[src/rtl/circular_deque_engine_assert.svh]
// Assertion helpers; expect clk and rst in scope of the including module.
`ifndef CIRCULAR_DEQUE_ENGINE_ASSERT_SVH
`define CIRCULAR_DEQUE_ENGINE_ASSERT_SVH

// Property that holds in the same cycle as its trigger.
`define CDE_ASSERT_NOW(label, ante, cons) \
  label: assert property (@(posedge clk) disable iff (rst) (ante) |-> (cons)) \
    else $error("deque engine check failed");

// Property that holds in the cycle after its trigger.
`define CDE_ASSERT_NEXT(label, ante, cons) \
  label: assert property (@(posedge clk) disable iff (rst) (ante) |=> (cons)) \
    else $error("deque engine check failed");

`endif

[src/rtl/cde_pkg.sv]
`timescale 1ns / 1ps
`default_nettype none

package cde_pkg;

  localparam int CDE_DEPTH = 16;

  localparam logic [2:0] MODE_PUSH_FRONT = 3'd0;
  localparam logic [2:0] MODE_PUSH_REAR  = 3'd1;
  localparam logic [2:0] MODE_POP_FRONT  = 3'd2;
  localparam logic [2:0] MODE_POP_REAR   = 3'd3;
  localparam logic [2:0] MODE_PEEK       = 3'd4;

  typedef struct packed {
    logic [2:0] mode;
    logic [7:0] item;
  } in_word_t;

  typedef struct packed {
    logic [7:0] popped_value;
    logic [7:0] front_value;
    logic [7:0] rear_value;
    logic       empty_flag;
    logic       is_full;
    logic       op_error;
  } out_word_t;

endpackage

`default_nettype wire

[src/rtl/cde_core.sv]
`timescale 1ns / 1ps
`default_nettype none

module cde_core import cde_pkg::*; #(
  parameter int DEPTH = CDE_DEPTH
) (
  input  logic      clk,
  input  logic      rst,
  input  logic      in_valid,
  output logic      in_stall,
  input  in_word_t  in_word,
  output logic      res_valid,
  input  logic      res_stall,
  output out_word_t res_word
);

  `include "circular_deque_engine_assert.svh"

  localparam int IDX_W = (DEPTH > 1) ? $clog2(DEPTH) : 1;
  localparam logic [IDX_W-1:0] IDX_LAST = IDX_W'(DEPTH - 1);

  typedef enum logic [1:0] {
    ST_IDLE = 2'b01,
    ST_FIN  = 2'b10
  } state_t;

  function automatic logic [IDX_W-1:0] idx_next(input logic [IDX_W-1:0] i);
    return (i == IDX_LAST) ? '0 : i + 1'b1;
  endfunction

  function automatic logic [IDX_W-1:0] idx_prev(input logic [IDX_W-1:0] i);
    return (i == '0) ? IDX_LAST : i - 1'b1;
  endfunction

  state_t state, state_next;
  logic [IDX_W-1:0] head, head_next;
  logic [IDX_W-1:0] tail, tail_next;

  // cached copies of the first and last entries
  logic [7:0] front_c, front_c_next;
  logic [7:0] rear_c, rear_c_next;

  logic [7:0] pend_popped, popped_c;
  logic       pend_err, err_c;
  logic       rd_front, rd_rear, rdf_c, rdr_c;

  logic [7:0]       mem [DEPTH];
  logic [7:0]       rdata;
  logic             we, re;
  logic [IDX_W-1:0] waddr, raddr;
  logic [7:0]       wdata;

  logic acc, cur_empty, cur_full;
  logic empty_now;
  logic [7:0] front_v, rear_v;

  assign acc       = (state == ST_IDLE) && in_valid;
  assign in_stall  = (state != ST_IDLE);
  assign cur_empty = (head == tail);
  assign cur_full  = (idx_next(tail) == head);

  always_comb begin
    head_next    = head;
    tail_next    = tail;
    front_c_next = front_c;
    rear_c_next  = rear_c;
    we           = 1'b0;
    waddr        = head;
    wdata        = in_word.item;
    re           = 1'b0;
    raddr        = head;
    popped_c     = '0;
    err_c        = 1'b0;
    rdf_c        = 1'b0;
    rdr_c        = 1'b0;
    state_next   = state;

    if (state == ST_FIN) begin
      if (rd_front) front_c_next = rdata;
      if (rd_rear)  rear_c_next  = rdata;
      if (!res_stall) state_next = ST_IDLE;
    end

    if (acc) begin
      state_next = ST_FIN;
      case (in_word.mode)
        MODE_PUSH_FRONT: begin
          if (cur_full) begin
            err_c = 1'b1;
          end else begin
            we           = 1'b1;
            waddr        = head;
            head_next    = idx_prev(head);
            front_c_next = in_word.item;
            if (cur_empty) rear_c_next = in_word.item;
          end
        end
        MODE_PUSH_REAR: begin
          if (cur_full) begin
            err_c = 1'b1;
          end else begin
            we          = 1'b1;
            waddr       = idx_next(tail);
            tail_next   = idx_next(tail);
            rear_c_next = in_word.item;
            if (cur_empty) front_c_next = in_word.item;
          end
        end
        MODE_POP_FRONT: begin
          if (cur_empty) begin
            err_c = 1'b1;
          end else begin
            head_next = idx_next(head);
            popped_c  = front_c;
            // fetch the entry that becomes the new front
            re        = 1'b1;
            raddr     = idx_next(idx_next(head));
            rdf_c     = 1'b1;
          end
        end
        MODE_POP_REAR: begin
          if (cur_empty) begin
            err_c = 1'b1;
          end else begin
            tail_next = idx_prev(tail);
            popped_c  = rear_c;
            re        = 1'b1;
            raddr     = idx_prev(tail);
            rdr_c     = 1'b1;
          end
        end
        default: ;
      endcase
    end
  end

  always_ff @(posedge clk) begin
    if (rst) begin
      state    <= ST_IDLE;
      head     <= '0;
      tail     <= '0;
      rd_front <= 1'b0;
      rd_rear  <= 1'b0;
    end else begin
      state <= state_next;
      head  <= head_next;
      tail  <= tail_next;
      if (acc) begin
        rd_front <= rdf_c;
        rd_rear  <= rdr_c;
      end
    end
  end

  always_ff @(posedge clk) begin
    front_c <= front_c_next;
    rear_c  <= rear_c_next;
    if (acc) begin
      pend_popped <= popped_c;
      pend_err    <= err_c;
    end
  end

  always_ff @(posedge clk) begin
    if (we) mem[waddr] <= wdata;
    if (re) rdata <= mem[raddr];
  end

  assign empty_now = (head == tail);
  assign front_v   = rd_front ? rdata : front_c;
  assign rear_v    = rd_rear  ? rdata : rear_c;

  assign res_valid             = (state == ST_FIN);
  assign res_word.popped_value = pend_popped;
  assign res_word.front_value  = empty_now ? '0 : front_v;
  assign res_word.rear_value   = empty_now ? '0 : rear_v;
  assign res_word.empty_flag   = empty_now;
  assign res_word.is_full      = (idx_next(tail) == head);
  assign res_word.op_error     = pend_err;

  `CDE_ASSERT_NEXT(a_err_keeps_indices, acc && err_c, head == $past(head) && tail == $past(tail))
  `CDE_ASSERT_NOW(a_fin_no_mem_access, state == ST_FIN, !we && !re)
  `CDE_ASSERT_NOW(a_single_fetch, state == ST_FIN, !(rd_front && rd_rear))
  `CDE_ASSERT_NOW(a_not_full_and_empty, 1'b1, !(cur_empty && cur_full))

endmodule

`default_nettype wire

[src/rtl/cde_out_reg.sv]
`timescale 1ns / 1ps
`default_nettype none

module cde_out_reg import cde_pkg::*; (
  input  logic      clk,
  input  logic      rst,
  input  logic      res_valid,
  output logic      res_stall,
  input  out_word_t res_word,
  output logic      out_valid,
  input  logic      out_stall,
  output out_word_t out_word
);

  logic load;

  assign res_stall = out_valid && out_stall;
  assign load      = res_valid && !res_stall;

  always_ff @(posedge clk) begin
    if (rst) begin
      out_valid <= 1'b0;
    end else if (load) begin
      out_valid <= 1'b1;
    end else if (!out_stall) begin
      out_valid <= 1'b0;
    end
  end

  // hold the word while the receiver stalls
  always_ff @(posedge clk) begin
    if (load) out_word <= res_word;
  end

endmodule

`default_nettype wire

[src/rtl/circular_deque_engine.sv]
// Byte deque on a ring of DEPTH slots, holding at most DEPTH-1 entries.
// Input channel: in_valid / in_stall carry one word (mode, item) per
// operation: push front, push rear, pop front, pop rear or peek.
// Output channel: out_valid / out_stall carry one result word per
// operation: popped byte, first and last entries, empty, full and error.
// A push when full or a pop when empty flags op_error and changes nothing.
// A taken input word moves the core to its finish state, whose result is
// then loaded into the output register, which raises out_valid.
// The core takes no new word until it leaves the finish state; there the
// slot memory's read refills the cached front or rear entry after a pop,
// and every operation takes the same path.
// The front and rear entries are cached in registers, so each operation
// touches the slot memory at most once.
// Reset empties the deque at once; no memory sweep is needed.
// A stalled result sits in the output register; the engine can still take
// one more word and then holds in_stall high until the register frees up.
`timescale 1ns / 1ps
`default_nettype none

module circular_deque_engine import cde_pkg::*; #(
  parameter int DEPTH = CDE_DEPTH
) (
  input  logic      clk,
  input  logic      rst,
  input  logic      in_valid,
  output logic      in_stall,
  input  in_word_t  in_word,
  output logic      out_valid,
  input  logic      out_stall,
  output out_word_t out_word
);

  logic      res_valid;
  logic      res_stall;
  out_word_t res_word;

  cde_core #(
    .DEPTH(DEPTH)
  ) u_core (
    .clk      (clk),
    .rst      (rst),
    .in_valid (in_valid),
    .in_stall (in_stall),
    .in_word  (in_word),
    .res_valid(res_valid),
    .res_stall(res_stall),
    .res_word (res_word)
  );

  cde_out_reg u_out (
    .clk      (clk),
    .rst      (rst),
    .res_valid(res_valid),
    .res_stall(res_stall),
    .res_word (res_word),
    .out_valid(out_valid),
    .out_stall(out_stall),
    .out_word (out_word)
  );

endmodule

`default_nettype wire

[config.mk]
export PLATFORM = sky130hd
export DESIGN_NAME = circular_deque_engine
export DESIGN_NICKNAME = d
export VERILOG_FILES = /design/src/rtl/cde_pkg.sv /design/src/rtl/cde_core.sv /design/src/rtl/cde_out_reg.sv /design/src/rtl/circular_deque_engine.sv
export VERILOG_INCLUDE_DIRS = /design/src /design/src/rtl
export SDC_FILE = /design/constraint.sdc
export NUM_CORES = 1
export LEC_CHECK = 0
export BUFFER_PORTS_ARGS = -buffer_cell sky130_fd_sc_hd__buf_4
export CORE_MARGIN = 2
export CORE_UTILIZATION = 45
export DETAILED_ROUTE_END_ITERATION = 16
export PLACE_DENSITY = 0.65
export SLEW_MARGIN = 20
export SYNTH_ARGS = -nofsm -noshare
export SYNTH_HDL_FRONTEND = slang
export SYNTH_HIERARCHICAL = 1
export SYNTH_SLANG_ARGS = --single-unit
export TNS_END_PERCENT = 20
[constraint.sdc]
create_clock -name clk -period 2.7 [get_ports clk]
set_clock_uncertainty 0.2 [all_clocks]
set_input_delay 0.54 -clock clk [delete_from_list [all_inputs] [get_ports clk]]
set_output_delay 0.54 -clock clk [all_outputs]
set_load 0.03 [all_outputs]
==> results.yml <==
timing:
  hold_viol: 0
  finalSetupViolCount: 16
  worst_pin_slew_ns: 0.527
  fin_crit_ns: 2.95
  relSlewSlack_pct: 64.5
  max_freq_mhz: 339
  finalWorstSetupSlack_ns: -0.250
  fin_hold_ws_ns: 0.122
  timing.final.crit_share_pct: 109
  drv_slew: 0
  rsz0062_at_grt: "yes"
synthesis:
  syn_inst: 679
  yosys_warnings: 6
  synth_nets: 703
  synth.distinct_cells: 64
  synth_top_flop_cell: "edfxtp_1"
  synth-edff-count: 172
  avgSynthCellArea_um2: 13.3
  ys_seq_area_share_pct: 63.7
  ys_ff_latch: 201
  synth-async-reset-ratio_pct: 0
  syn_area_um2: 9020
final_layout:
  multi_input_area_um2: 3530
  fill_cells: 1493
  fin_cells: 1100
  fin_nets: 844
  final_common_cell: "edfxtp_1"
  drive_gt1_share_pct: 36.5
  n_antenna_cell: 0
  finalInstanceArea_um2: 11900
  areaGrowthSynthToFinish_pct: 32.2
  regArea_um2: 5760
  final_cell_mix: "edfxtp_1, buf_4, mux2i_1"
  finish.utilization_pct: 60.9
route:
  routed_wl_um: 22200
  vias: 6318
  via_per_inst: 5.74
  drtAntennaViolNets: 0
  drt_pre_antenna_iters: 7
  drc: 0
  drtIter0Drc: 436
  routedWlPerCell_um: 20.2
grt:
  grt_pass1_wl_um: 34500
  grt_antenna_before_repair: 0
  first_global_vias: 6186
  grtUsageTotal_pct: 20.6
  grt_overflow_total: 0
  grt_max_degree: 30
floorplanning:
  die_y_um: 146
  core_um2: 19600
  die_area_um2: 21200
  num_rows: 51
  start_util_pct: 46.0
  die_w_um: 146
  io_pins: 44
place:
  dp.cells: 1048
  placed_area_um2: 10600
  hpwl_um: 14800
  gp_congestion: 0.847
  io_buffer_count: 43
clocking:
  h-tree-depth: 1
  numCtsBuffers: 21
  cts_tree: "built"
  cts.clk_slew.worst_paths_ns: 0.06
  cts_root_buf: "clkbuf_16"
  clk_latency_ns: 0.50
  cts_max_path_buffers: 3
  cts.sinks: 201
min_path:
  whs_path_depth: 3
  min_from: "out_stall"
  hold_path_end: "u_out/out_valid$_SDFFE_PP0P_"
  worstHoldPathType: "input pin to flop"
power_and_ir_drop:
  power.density_nw_per_um2: 635
  p_leak_uw: 0.00435
  vdd_drop_max_uv: 440
setup_path:
  reg2reg_from: "u_core/head[1]$_SDFFE_PP0P_"
  reg2reg_depth: 10
  cp_data_arrival_time_ns: 2.98
  worstPathRequired_ns: 2.73
  critPathMaxFanout: 11
  crit_path_end_kind: "flop"
  cp_slowest_stage_delay_ns: 0.36
  reg2reg_setup_slack_ns: -0.25
  crit_slowest_cell: "dfxtp_4"
  r2r_end: "u_core/rdata[4]$_DFFE_PP_"
  path_class: "flop to flop"
  start_kind: "flop"
  cp_cell_sequence: "ha_4 -> buf_6 -> a31oi_4 -> xnor2_4 -> o2111a_2 -> buf_12 -> a311o_1 -> a21oi_2 -> o32ai_4 -> or3_1"
run_status:
  status: "finished, violations left"
  violations: "setup timing"
job:
  maxCapViolations: 0
what timing repair did:
action / 4_1_cts / 5_1_grt
hold buffers: 0 / 0
buffers inserted: 7 / 3
gates cloned: 3 / 1
hold endpoints to repair: 0 / 0
pin swaps: 22 / 17
endpoints found under the setup margin: 91 / 140
resized for setup: 63 / 21
registers in the layout, indices dropped and copies added, names as in the netlist:
register and cells:
u_core/pend_popped 8, u_core/rd_front 1, u_core/front_c 8, u_core/pend_err 1, u_out/out_valid 1, u_core/mem 128, u_core/head 4, u_out/out_word 27
u_core/rear_c 8, u_core/rd_rear 1, u_core/rdata 8, u_core/state 2, u_core/tail 4
per-layer routing:
metal | part of all wire (%) | wire [µm] | vias up | global-route usage (%)
li1 | - | - | 2931 | -
met1 | 46 | 10200 | 3112 | 29.1
met2 | 46 | 10100 | 231 | 32.5
met3 | 5.5 | 1230 | 44 | 3.48
met4 | 2.9 | 650 | 0 | 6.91
met5 | 0 | 0 | - | 0
cell usage after synthesis (all sizes together), types with 4 or more instances:
master | n | area [µm²]
o21ai | 12 | 63.8
a311o | 16 | 160
mux2i | 51 | 510
o22ai | 8 | 50.1
o211ai | 5 | 37.5
a221oi | 17 | 149
nand4 | 4 | 40.0
xnor2 | 10 | 110
a32o | 18 | 180
edfxtp | 172 | 5160
clkbuf | 15 | 56.3
o32ai | 8 | 70.1
ha | 9 | 113
mux2 | 17 | 191
a21boi | 16 | 120
inv | 15 | 56.3
nand2b | 7 | 43.8
nor2 | 67 | 254
nor2b | 4 | 27.5
buf | 29 | 173
dfxtp | 29 | 581
nand2 | 31 | 116
a21oi | 59 | 303
or3 | 14 | 87.6
or4 | 4 | 30.0
kinds of logic after synthesis:
logic type                 after synthesis  synth area share [%]
AOI/OAI and AO/OA                      182                  14.7
muxes                                   68                  7.78
xor gates and xnor gates                11                  1.32
adders and majority gates                9                  1.25
buffers and inverters                   59                  3.16
DFF                                    201                  63.7
and+or+nand+nor                        149                  8.13
worst max-delay path by stage:
stage / start / endpoint / slack, ns
floorplan: in_valid / u_core/rdata[3]$_DFFE_PP_ / -0.001
global placement: in_word[10] / u_core/rdata[4]$_DFFE_PP_ / -0.40
detailed placement: u_core/head[1]$_SDFFE_PP0P_ / u_core/rdata[2]$_DFFE_PP_ / -0.39
CTS: u_core/head[1]$_SDFFE_PP0P_ / u_core/rdata[4]$_DFFE_PP_ / -0.16
global route: u_core/head[1]$_SDFFE_PP0P_ / u_core/rdata[4]$_DFFE_PP_ / -0.29
finish: u_core/head[1]$_SDFFE_PP0P_ / u_core/rdata[4]$_DFFE_PP_ / -0.25
area by class of cell:
type | instances | share of cell area, %
Clock buffer | 26 | 4.56
Clock inverter | 12 | 1.16
Inverter | 15 | 0.524
Multi-Input combinational cell | 419 | 29.6
Sequential cell | 201 | 48.3
Tap cell | 265 | 2.78
Timing Repair Buffer | 162 | 13.1
metrics by stage:
step / power (µW) / setup TNS, ns / setup slack, ns
after floorplan: 4260 / -0.00443 / -0.00148
after global placement: 4610 / -24.86 / -0.401
after detailed placement: 4650 / -33.02 / -0.392
after CTS: 7580 / -1.03 / -0.155
after global routing: 7850 / -5.02 / -0.291
final: 7580 / -1.44 / -0.250
worst max-delay path, delay by kind of cell (launching register included):
| family | cells | cell delay (ns) |
|---|---|---|
| buf+inv | 2 | 0.28 |
| compound gates | 5 | 1.22 |
| simple gates | 1 | 0.33 |
| flops | 1 | 0.36 |
| fa+ha+maj | 1 | 0.16 |
| xor+xnor | 1 | 0.12 |
report_power, final:
part           switching, µW  leakage [µW]  internal [µW]
combinational            584       0.00221            525
sequential              83.4       0.00180           3520
clock                   1140      0.000336           1720
Power figures use the tool's default switching activity.
